$ cat config.mk
export PLATFORM = sky130hd
export DESIGN_NAME = midi_message_commit_fifo_unit
export DESIGN_NICKNAME = d
export VERILOG_FILES = /design/src/hw/rtl/mmcf_pkg.sv /design/src/hw/rtl/midi_message_commit_fifo_unit.sv /design/src/hw/rtl/mmcf_ram.sv
export SDC_FILE = /design/constraint.sdc
export NUM_CORES = 2
export LEC_CHECK = 0
export BUFFER_PORTS_ARGS = -buffer_cell sky130_fd_sc_hd__buf_2
export CORE_MARGIN = 5
export CORE_UTILIZATION = 45
export DETAILED_ROUTE_END_ITERATION = 10
export HOLD_SLACK_MARGIN = 0.08
export PLACE_DENSITY = 0.62
export REMOVE_ABC_BUFFERS = 1
export SLEW_MARGIN = 20
export SYNTH_ARGS = -nofsm -noshare
export SYNTH_HDL_FRONTEND = slang
export SYNTH_SLANG_ARGS = --single-unit
export TNS_END_PERCENT = 1
$ cat constraint.sdc
create_clock -name clock -period 5 [get_ports clock]
set_input_delay 0.5 -clock clock [delete_from_list [all_inputs] [get_ports clock]]
set_output_delay 0.5 -clock clock [all_outputs]
set_load 0.02 [all_outputs]
$ cat src/hw/rtl/mmcf_pkg.sv
`default_nettype none

package mmcf_pkg;

   typedef struct packed {
      logic [1:0]  op;
      logic [23:0] short_msg;
      logic [7:0]  long_byte;
   } req_type;

   typedef struct packed {
      logic        read_valid;
      logic [7:0]  read_byte;
      logic [31:0] bytes_pushed;
      logic        overflowed;
   } rsp_type;

   typedef enum logic [2:0] {
      ST_IDLE,
      ST_PRE,
      ST_STORE,
      ST_POST,
      ST_READ,
      ST_DONE
   } state_type;

   localparam logic [1:0] OP_SHORT = 2'd0;
   localparam logic [1:0] OP_SYSEX = 2'd1;
   localparam logic [1:0] OP_POP   = 2'd2;

   localparam logic [7:0] STATUS_MIN    = 8'h80;
   localparam logic [7:0] REALTIME_MIN  = 8'hF8;
   localparam logic [7:0] HI_MASK       = 8'hF0;
   localparam logic [7:0] PROG_CHANGE   = 8'hC0;
   localparam logic [7:0] CHAN_PRESSURE = 8'hD0;
   localparam logic [7:0] TIME_CODE     = 8'hF1;
   localparam logic [7:0] SONG_POS      = 8'hF2;
   localparam logic [7:0] SONG_SELECT   = 8'hF3;
   localparam logic [7:0] SINGLE_MIN    = 8'hF4;
   localparam logic [7:0] SYSEX_START   = 8'hF0;
   localparam logic [7:0] SYSEX_END     = 8'hF7;

   localparam logic [1:0] LEN_ONE   = 2'd1;
   localparam logic [1:0] LEN_TWO   = 2'd2;
   localparam logic [1:0] LEN_THREE = 2'd3;

endpackage

`default_nettype wire

$ cat src/hw/rtl/midi_message_commit_fifo_unit.sv
`default_nettype none

// MIDI receive ring with whole-message commit. Each word on req_ is a short
// message, one SysEx byte or a pop; each returns exactly one word on rsp_.
// A small sequencer drives every ring byte through one RAM, one byte per
// cycle, plus a step for each commit, and req_stall is high while an item
// is in progress. A new word is taken while the previous result still waits
// on rsp_; that next item then holds in its done step until the waiting
// result leaves. Ring contents need no clearing after reset; the ring holds
// at most RING_DEPTH-1 bytes.
module midi_message_commit_fifo_unit #(
   parameter int RING_DEPTH = 256
) (
   input  wire logic             clock,
   input  wire logic             reset,
   input  wire logic             req_valid,
   output logic                  req_stall,
   input  wire mmcf_pkg::req_type req_data,
   output logic                  rsp_valid,
   input  wire logic             rsp_stall,
   output mmcf_pkg::rsp_type     rsp_data
);

   localparam int              ADDR_W = $clog2(RING_DEPTH);
   localparam logic [ADDR_W-1:0] LAST = ADDR_W'(RING_DEPTH - 1);

   mmcf_pkg::state_type state_ff, state_in;
   logic [2:0][7:0]     bytes_ff, bytes_in;
   logic [1:0]          left_ff, left_in;
   logic                pre_ff, pre_in;
   logic                post_ff, post_in;
   logic                sysex_ff, sysex_in;
   logic                ovf_ff, ovf_in;
   logic [ADDR_W-1:0]   pend_ff, pend_in;
   logic [ADDR_W-1:0]   commit_ff, commit_in;
   logic [ADDR_W-1:0]   rdp_ff, rdp_in;
   logic [31:0]         count_ff, count_in;
   logic                res_valid_ff, res_valid_in;
   logic [7:0]          res_byte_ff, res_byte_in;
   logic                rsp_valid_ff, rsp_valid_in;
   mmcf_pkg::rsp_type   rsp_data_ff, rsp_data_in;

   logic              ram_wr_en;
   logic              ram_rd_en;
   logic [7:0]        ram_rd_data;
   logic [ADDR_W-1:0] pend_nxt;
   logic [ADDR_W-1:0] rdp_nxt;
   logic [7:0]        st;
   logic [7:0]        lb;
   logic [1:0]        len;

   mmcf_ram #(
      .WIDTH(8),
      .DEPTH(RING_DEPTH)
   ) u_ring (
      .clock  (clock),
      .wr_en  (ram_wr_en),
      .wr_addr(pend_ff),
      .wr_data(bytes_ff[0]),
      .rd_en  (ram_rd_en),
      .rd_addr(rdp_ff),
      .rd_data(ram_rd_data)
   );

   assign pend_nxt  = (pend_ff == LAST) ? '0 : pend_ff + ADDR_W'(1);
   assign rdp_nxt   = (rdp_ff == LAST) ? '0 : rdp_ff + ADDR_W'(1);
   assign st        = req_data.short_msg[7:0];
   assign lb        = req_data.long_byte;
   assign req_stall = (state_ff != mmcf_pkg::ST_IDLE);
   assign rsp_valid = rsp_valid_ff;
   assign rsp_data  = rsp_data_ff;

   always_comb begin
      len = mmcf_pkg::LEN_THREE;
      if ((st & mmcf_pkg::HI_MASK) == mmcf_pkg::PROG_CHANGE ||
          (st & mmcf_pkg::HI_MASK) == mmcf_pkg::CHAN_PRESSURE) begin
         len = mmcf_pkg::LEN_TWO;
      end
      if (st == mmcf_pkg::TIME_CODE || st == mmcf_pkg::SONG_SELECT) begin
         len = mmcf_pkg::LEN_TWO;
      end else if (st == mmcf_pkg::SONG_POS) begin
         len = mmcf_pkg::LEN_THREE;
      end else if (st >= mmcf_pkg::SINGLE_MIN) begin
         len = mmcf_pkg::LEN_ONE;
      end
   end

   always_comb begin
      state_in     = state_ff;
      bytes_in     = bytes_ff;
      left_in      = left_ff;
      pre_in       = pre_ff;
      post_in      = post_ff;
      sysex_in     = sysex_ff;
      ovf_in       = ovf_ff;
      pend_in      = pend_ff;
      commit_in    = commit_ff;
      rdp_in       = rdp_ff;
      count_in     = count_ff;
      res_valid_in = res_valid_ff;
      res_byte_in  = res_byte_ff;
      rsp_valid_in = rsp_valid_ff && rsp_stall;
      rsp_data_in  = rsp_data_ff;
      ram_wr_en    = 1'b0;
      ram_rd_en    = 1'b0;

      unique case (state_ff)
         mmcf_pkg::ST_IDLE: begin
            if (req_valid) begin
               res_valid_in = 1'b0;
               res_byte_in  = '0;
               pre_in       = 1'b0;
               post_in      = 1'b0;
               left_in      = '0;
               bytes_in[0]  = st;
               bytes_in[1]  = req_data.short_msg[15:8];
               bytes_in[2]  = req_data.short_msg[23:16];
               case (req_data.op)
                  mmcf_pkg::OP_SHORT: begin
                     if (st >= mmcf_pkg::STATUS_MIN) begin
                        if (st >= mmcf_pkg::REALTIME_MIN) begin
                           left_in = mmcf_pkg::LEN_ONE;
                           post_in = !sysex_ff;
                        end else begin
                           pre_in   = sysex_ff;
                           sysex_in = 1'b0;
                           post_in  = 1'b1;
                           left_in  = len;
                        end
                     end
                  end
                  mmcf_pkg::OP_SYSEX: begin
                     bytes_in[0] = lb;
                     if (lb == mmcf_pkg::SYSEX_START) begin
                        pre_in   = sysex_ff;
                        sysex_in = 1'b1;
                     end
                     if (lb == mmcf_pkg::SYSEX_START || sysex_ff) begin
                        left_in = mmcf_pkg::LEN_ONE;
                        if (lb == mmcf_pkg::SYSEX_END) begin
                           post_in  = 1'b1;
                           sysex_in = 1'b0;
                        end
                     end
                  end
                  mmcf_pkg::OP_POP: begin
                     if (rdp_ff != commit_ff) begin
                        ram_rd_en    = 1'b1;
                        rdp_in       = rdp_nxt;
                        res_valid_in = 1'b1;
                     end
                  end
                  default: begin
                  end
               endcase
               if (ram_rd_en) begin
                  state_in = mmcf_pkg::ST_READ;
               end else if (pre_in) begin
                  state_in = mmcf_pkg::ST_PRE;
               end else if (left_in != '0) begin
                  state_in = mmcf_pkg::ST_STORE;
               end else if (post_in) begin
                  state_in = mmcf_pkg::ST_POST;
               end else begin
                  state_in = mmcf_pkg::ST_DONE;
               end
            end
         end
         mmcf_pkg::ST_PRE, mmcf_pkg::ST_POST: begin
            if (ovf_ff) begin
               pend_in = commit_ff;
               ovf_in  = 1'b0;
            end else begin
               commit_in = pend_ff;
            end
            if (state_ff == mmcf_pkg::ST_POST) begin
               state_in = mmcf_pkg::ST_DONE;
            end else if (left_ff != '0) begin
               state_in = mmcf_pkg::ST_STORE;
            end else if (post_ff) begin
               state_in = mmcf_pkg::ST_POST;
            end else begin
               state_in = mmcf_pkg::ST_DONE;
            end
         end
         mmcf_pkg::ST_STORE: begin
            if (!ovf_ff) begin
               if (pend_nxt == rdp_ff) begin
                  ovf_in = 1'b1;
               end else begin
                  ram_wr_en = 1'b1;
                  pend_in   = pend_nxt;
                  count_in  = count_ff + 32'd1;
               end
            end
            bytes_in[0] = bytes_ff[1];
            bytes_in[1] = bytes_ff[2];
            left_in     = left_ff - 2'd1;
            if (left_ff == mmcf_pkg::LEN_ONE) begin
               state_in = post_ff ? mmcf_pkg::ST_POST : mmcf_pkg::ST_DONE;
            end
         end
         mmcf_pkg::ST_READ: begin
            res_byte_in = ram_rd_data;
            state_in    = mmcf_pkg::ST_DONE;
         end
         mmcf_pkg::ST_DONE: begin
            if (!rsp_valid_ff || !rsp_stall) begin
               rsp_valid_in              = 1'b1;
               rsp_data_in.read_valid    = res_valid_ff;
               rsp_data_in.read_byte     = res_byte_ff;
               rsp_data_in.bytes_pushed  = count_ff;
               rsp_data_in.overflowed    = ovf_ff;
               state_in                  = mmcf_pkg::ST_IDLE;
            end
         end
         default: begin
            state_in = mmcf_pkg::ST_IDLE;
         end
      endcase
   end

   always_ff @(posedge clock) begin
      if (reset) begin
         state_ff     <= mmcf_pkg::ST_IDLE;
         left_ff      <= '0;
         pre_ff       <= 1'b0;
         post_ff      <= 1'b0;
         sysex_ff     <= 1'b0;
         ovf_ff       <= 1'b0;
         pend_ff      <= '0;
         commit_ff    <= '0;
         rdp_ff       <= '0;
         count_ff     <= '0;
         res_valid_ff <= 1'b0;
         rsp_valid_ff <= 1'b0;
      end else begin
         state_ff     <= state_in;
         left_ff      <= left_in;
         pre_ff       <= pre_in;
         post_ff      <= post_in;
         sysex_ff     <= sysex_in;
         ovf_ff       <= ovf_in;
         pend_ff      <= pend_in;
         commit_ff    <= commit_in;
         rdp_ff       <= rdp_in;
         count_ff     <= count_in;
         res_valid_ff <= res_valid_in;
         rsp_valid_ff <= rsp_valid_in;
      end
   end

   always_ff @(posedge clock) begin
      bytes_ff    <= bytes_in;
      res_byte_ff <= res_byte_in;
      rsp_data_ff <= rsp_data_in;
   end

`ifndef ASSERT_OFF
   a_count_step: assert property (@(posedge clock) disable iff (reset)
      (count_ff != $past(count_ff)) |-> (count_ff == $past(count_ff) + 32'd1))
      else $error("push count moved by more than one");

   a_rsp_from_done: assert property (@(posedge clock) disable iff (reset)
      $rose(rsp_valid_ff) |-> $past(state_ff == mmcf_pkg::ST_DONE))
      else $error("result raised outside of done step");

   a_accept_leaves_idle: assert property (@(posedge clock) disable iff (reset)
      (req_valid && !req_stall) |=> (state_ff != mmcf_pkg::ST_IDLE))
      else $error("accepted word did not start the sequencer");

   a_ovf_holds_pend: assert property (@(posedge clock) disable iff (reset)
      (ovf_ff && state_ff == mmcf_pkg::ST_STORE) |=> $stable(pend_ff))
      else $error("pending pointer moved during overflow");

   a_pop_nonempty: assert property (@(posedge clock) disable iff (reset)
      ram_rd_en |-> (rdp_ff != commit_ff))
      else $error("pop read past the commit pointer");
`endif

endmodule

`default_nettype wire

$ cat src/hw/rtl/mmcf_ram.sv
`default_nettype none

module mmcf_ram #(
   parameter int WIDTH = 8,
   parameter int DEPTH = 256
) (
   input  wire logic                     clock,
   input  wire logic                     wr_en,
   input  wire logic [$clog2(DEPTH)-1:0] wr_addr,
   input  wire logic [WIDTH-1:0]         wr_data,
   input  wire logic                     rd_en,
   input  wire logic [$clog2(DEPTH)-1:0] rd_addr,
   output logic      [WIDTH-1:0]         rd_data
);

   logic [WIDTH-1:0] mem_ff [DEPTH];

   always_ff @(posedge clock) begin
      if (wr_en) begin
         mem_ff[wr_addr] <= wr_data;
      end
      if (rd_en) begin
         rd_data <= mem_ff[rd_addr];
      end
   end

endmodule

`default_nettype wire

* Yosys cells after proc, flatten, opt, wreduce, memory -nomap -nowiden *
Memories as Yosys holds them, arrays and structs flattened. A register that Yosys moved wholly into a read port is not among the register bits.
Cells that the tools add are included.

word-level totals
  input bits = 38
  output and inout port bits = 44
  register bits = 140
  RAM bits = 2048
  logic and storage cells = 151
  memories kept = 1

cells by class
  mux-type cells = 69
  $lt $le $gt $ge = 3
  add/subtract/negate cells = 4
  bitwise operators = 2
  reduce and logical (&&, ||, !) cells = 27
  equality and inequality tests = 26

memory list
  memory         words  bits a word  rd ports  clocked after memory_dff  wr ports  RTL line        source
  u_ring.mem_ff  256    8            1         1                         1         mmcf_ram.sv:16  logic [WIDTH-1:0] mem_ff [DEPTH];

operators with widths
  cell                   number
  $eq 8x8->1 const B     7
  $mux 8                 7
  $mux 1                 33
  $add 32x1->32 const B  1
  $pmux 16 s2            1
  $pmux 8 s2             2
  $mux 3                 10
  $ge 8x8->1 const B     3
  $add 8x1->8 const B    2
  $mux 16                1
  $mux 2                 8
  $pmux 3 s5             1
  $ne 2x2->1 const B     7
  $reduce_bool 2->1      6
  $reduce_and 3->1       3
  $eq 4x4->1 const B     2
  $eq 8x8->1             1
  $ne 8x8->1             1
  $pmux 1 s2             4
  $pmux 2 s2             2
  $reduce_and 2->1       4
  $eq 3x2->1 const B     2
  $eq 3x3->1 const B     2
  $reduce_and 5->1       1
  other kinds (13)       20

* Depth between registers and ports, before layout *
  word-level depth = 17
  depth in mapped cells = 13
  depth with buffers taken out = 9

* By module *
From an unflattened synthesis, not the netlist that was laid out.

second synthesis, totals
  cell total of the unflattened synthesis = 4425
  area total of the unflattened synthesis = 86374.1 µm²

by module, submodules not included
  module                         cells an instance  sequential area each (µm²)  area each (µm²)  instances
  mmcf_ram                       3733               61739.2                     79636.4          1
  midi_message_commit_fifo_unit  692                3543.4                      6737.7           1

* Worst setup path before layout *
Ideal clock, no wire load.

  path type = register to register
  start = register bytes_ff[0] in the netlist's numbering
  end = memory u_ring.mem_ff[0][0], data pin
  stages on the path, launching flop included = 1
  period minus slack after synthesis = 4.046 ns
  path buffers = 0
  path slack = 0.954 ns
  setup time = 0.817 ns
  data required time = 4.183 ns
  data arrival time = 3.228 ns
  cells stage by stage = edfxtp_1

RTL lines
  what                      RTL line                              source
  start: declaration        midi_message_commit_fifo_unit.sv:28   logic [2:0][7:0] bytes_ff, bytes_in;
  start signal: assignment  midi_message_commit_fifo_unit.sv:254  bytes_ff <= bytes_in;
  end: declaration          mmcf_ram.sv:16

Straight into the memory's write port.

* Worst setup path after layout *
  start = register pend_ff[0]
  end = memory u_ring.mem_ff[171][6], enable pin

between the ends
  longest elaborated chain between the ends = 8
  elaborated cells on any way between the ends = 9
  classes of those cells = add/sub (1); eq/ne (2); mux (6)

RTL lines
  what                                       RTL line                              source
  start: declaration                         midi_message_commit_fifo_unit.sv:34   logic [ADDR_W-1:0] pend_ff, pend_in;
  start signal: assignment                   midi_message_commit_fifo_unit.sv:244  pend_ff <= pend_in;
  $add 8x1->8 or $eq 8x8->1 (tied branches)  midi_message_commit_fifo_unit.sv:65   assign pend_nxt = (pend_ff == LAST) ? '0 : pend_ff + ADDR_W'(1);
  $mux 8                                     midi_message_commit_fifo_unit.sv:65
  $eq 8x8->1                                 midi_message_commit_fifo_unit.sv:188  if (pend_nxt == rdp_ff) begin
  $mux 1                                     midi_message_commit_fifo_unit.sv:188
  $mux 1                                     midi_message_commit_fifo_unit.sv:187  if (!ovf_ff) begin
  $mux 1                                     midi_message_commit_fifo_unit.sv:107  unique case (state_ff)
  $mux 1                                     mmcf_ram.sv:19                        if (wr_en) begin
  $mux 1 (implied by the code)               mmcf_ram.sv:20                        mem_ff[wr_addr] <= wr_data;

Several ways; a longest one is shown, not always the timed one.

==> impl_metrics.yaml <==
yosys:
  synth_area_leaders: "edfxtp_1 (74%), mux4_2 (14%), mux2i_1 (2.0%)"
  yosys_warnings: 0
  yosysSeqAreaShare: 0.760
  synth_cell_types: 78
  synthTopCellsByCount: "edfxtp_1 (2,130), mux4_2 (518), nor2_1 (350)"
  yosysTopAreaCellShare: 0.744
  async_flop_share: 0
  syn_area_mm2: 0.0859
  yosysMostFrequentCell: "edfxtp_1"
  synthFlopType: "edfxtp_1"
  ys_ff_latch: 2196
  synth_top_area_cell: "edfxtp_1"
  synthesis.instances: 4200
  synth_edf_count: 2130
  avgSynthCellArea_um2: 20.5
detailed_routing:
  dr.pass1.iters: 5
  drt_iter0_drc: 5804
  wl_um: 228000
  antenna_left: 0
  via_per_inst: 6.14
  wl_per_cell_um: 32.0
  vias: 43800
  drc: 0
timing:
  max_freq_mhz: 206
  min_period_over_period: 0.971
  rsz0062_at_grt: "false"
  tns_ns: 0
  relSlewSlack: 0.160
  tightest_slew_ns: 1.26
  min_period_ns: 4.85
  final.setup_skew_ns: 0.0267
  finalHoldViolations: 0
  setup_viol: 0
  drv_slew: 0
  setup_ws_ns: 0.147
global_route:
  gr-total-overflow: 0
  grt_util_all_layers: 0.229
  grt_pass1_wl_um: 328000
  grt_pass1_vias: 43100
  antenna_found_initial: 8
  grt_max_degree: 203
placement:
  io_buffers: 81
  dp_hpwl_um: 137000
  gp_congestion: 0.866
  preCtsSetupSlack_ns: 0.297
  dpl.cell_count: 6699
  postPlaceCellArea_mm2: 0.0898
die:
  io_pins: 82
  die_width_um: 447
  core_area_mm2: 0.190
  initial_core_util: 0.452
  fp.dieArea_mm2: 0.200
  die_y_um: 447
  rows: 160
power:
  peakVddDrop_uv: 461
  leakagePower_nw: 29.0
  power.density_mw_per_mm2: 437
worst_setup_path:
  crit_path_end_kind: "register"
  criticalPathCategory: "register to register"
  r2r_start: "pend_ff[0]$_SDFFE_PP0P_"
  crit_path_start_kind: "register"
  path_max_fanout: 16
  cp.required_ns: 5.47
  regToRegSetupSlack_ns: 0.15
  r2r_end: "u_ring.mem_ff[171][6]$_DFFE_PP_"
  ff2ff_path_depth: 10
  critPathArrivalTime_ns: 5.32
clock_tree:
  postCtsSetupRepairBufs: 0
  cts_sinks: 2196
  clock_tree.buffer_depth: 3
  clk_pin_slew_ns: 0.06
  numCtsBuffers: 214
  clkLatencyLatePin_ns: 0.84
  htree_levels: 4
  clockRootBuffer: "clkbuf_16"
  cts_tree: "done"
worst_hold_path:
  whs_path_depth: 3
  min-delay-start: "req_data[4]"
  hold_end: "bytes_ff[4]$_DFFE_PP_"
  hold_path.class: "input port to register"
layout:
  regArea_mm2: 0.0653
  syn_to_final_growth_pct: 12.8
  fillers: 14800
  multi_input_comb_area_mm2: 0.0193
  fin_nets: 4473
  final_cells: 7121
  drive_gt1_frac: 0.249
  final_util: 0.510
  design_area_mm2: 0.0969
outcome:
  status: "finished clean"
job:
  maxCapViolCount: 0
==> sequential cells by signal, summed over array words and instances, names as in the netlist, 2 cells and up <==
name,cells
bytes_ff,24
commit_ff,8
count_ff,32
left_ff,2
pend_ff,8
rdp_ff,8
res_byte_ff,8
rsp_data,42
state_ff,3
u_ring.mem_ff,2048
u_ring.rd_data,8
==> cell type report <==
type	count	area share
Clock buffer	260	0.0579
Antenna cell	4	0.000103
Clock inverter	135	0.0130
Multi-Input combinational cell	1733	0.200
Tap cell	2511	0.0324
Sequential cell	2196	0.674
Inverter	18	0.000697
Timing Repair Buffer	264	0.0225
==> power by group <==
group	switching, mW	leakage [nW]	internal [mW]	total (mW)
clock network	6.84	3.37	9.01	15.8
registers	0.198	19.7	22.4	22.6
logic	3.34	5.93	0.591	3.93
==> through the flow <==
step                      power (mW)  hold slack, ns
final                           42.4           0.146
after global routing            43.6           0.118
after CTS                       42.6          0.0855
after detailed placement        26.9           0.409
after global placement          26.9           0.406
after floorplan                 25.2           0.400
==> metal layers <==
| metal | share of wire | track usage | wire length [um] |
|---|---|---|---|
| met3 | 0.10 | 0.0567 | 23500 |
| met4 | 0.032 | 0.0690 | 7370 |
| met1 | 0.41 | 0.332 | 92800 |
| met2 | 0.46 | 0.345 | 104000 |
| met5 | 0.00096 | 0.00659 | 219 |
==> cell usage in the layout (no fill, tap or decap), types with 13 or more instances in the layout <==
| cell | Yosys | final |
|---|---|---|
| nor3_1 | 25 | 25 |
| bufinv_16 | 0 | 20 |
| nand2b_1 | 13 | 13 |
| edfxtp_1 | 2130 | 2130 |
| buf_12 | 0 | 26 |
| buf_2 | 104 | 81 |
| o22ai_1 | 29 | 29 |
| nor2_1 | 350 | 345 |
| dfxtp_1 | 66 | 61 |
| o21ai_0 | 63 | 63 |
| xor2_1 | 15 | 15 |
| a22oi_1 | 32 | 32 |
| nand2_1 | 108 | 100 |
| dlygate4sd3_1 | 0 | 22 |
| xnor2_1 | 25 | 25 |
| a21oi_1 | 70 | 69 |
| o221ai_1 | 35 | 35 |
| mux2_2 | 20 | 20 |
| buf_4 | 27 | 134 |
| nand4_1 | 17 | 17 |
| a22o_1 | 14 | 14 |
| clkinv_2 | 0 | 52 |
| and3_1 | 13 | 13 |
| inv_1 | 16 | 15 |
| mux4_2 | 518 | 518 |
| mux2i_1 | 172 | 172 |
| nand3_1 | 28 | 24 |
| a221oi_1 | 22 | 22 |
| clkbuf_1 | 82 | 40 |
| clkinv_1 | 2 | 39 |
| clkbuf_16 | 0 | 216 |
==> logic make-up after synthesis <==
kind of cell    share of synthesized area
flops                               0.760
fa+ha+maj                         0.00117
xor+xnor                          0.00408
compound gates                     0.0263
mux                                 0.158
buf+inv                            0.0161
simple gates                       0.0340
==> critical path, cell delays in order, from the launching register on <==
cell and delay, ns:
dfxtp_1 0.56, ha_1 0.40, nand3_2 0.15, buf_4 0.27
nor2_1 0.19, a21oi_2 0.07, xnor2_1 0.31, nor4_4 0.10
nor2_2 0.74, nand4b_2 0.81, nor2_1 0.85
==> timing repair <==
item                                   CTS  global route
hold buffers                            22             0
gates resized for setup                  0             0
endpoints found under the hold margin   22             0
==> how the worst max path moves through the flow <==
stage	start	endpoint	slack, ns	cells past startpoint
detailed placement	pend_ff[0]$_SDFFE_PP0P_	u_ring.mem_ff[170][0]$_DFFE_PP_	0.30	10
CTS	pend_ff[0]$_SDFFE_PP0P_	u_ring.mem_ff[170][0]$_DFFE_PP_	0.29	10
global route	pend_ff[0]$_SDFFE_PP0P_	u_ring.mem_ff[160][3]$_DFFE_PP_	0.03	10
floorplan	rdp_ff[0]$_SDFFE_PP0P_	u_ring.rd_data[3]$_DFFE_PP_	-20.56	7
finish	pend_ff[0]$_SDFFE_PP0P_	u_ring.mem_ff[171][6]$_DFFE_PP_	0.15	10
global placement	pend_ff[0]$_SDFFE_PP0P_	u_ring.mem_ff[170][3]$_DFFE_PP_	0.41	9
(Power assumes the default switching activity.)
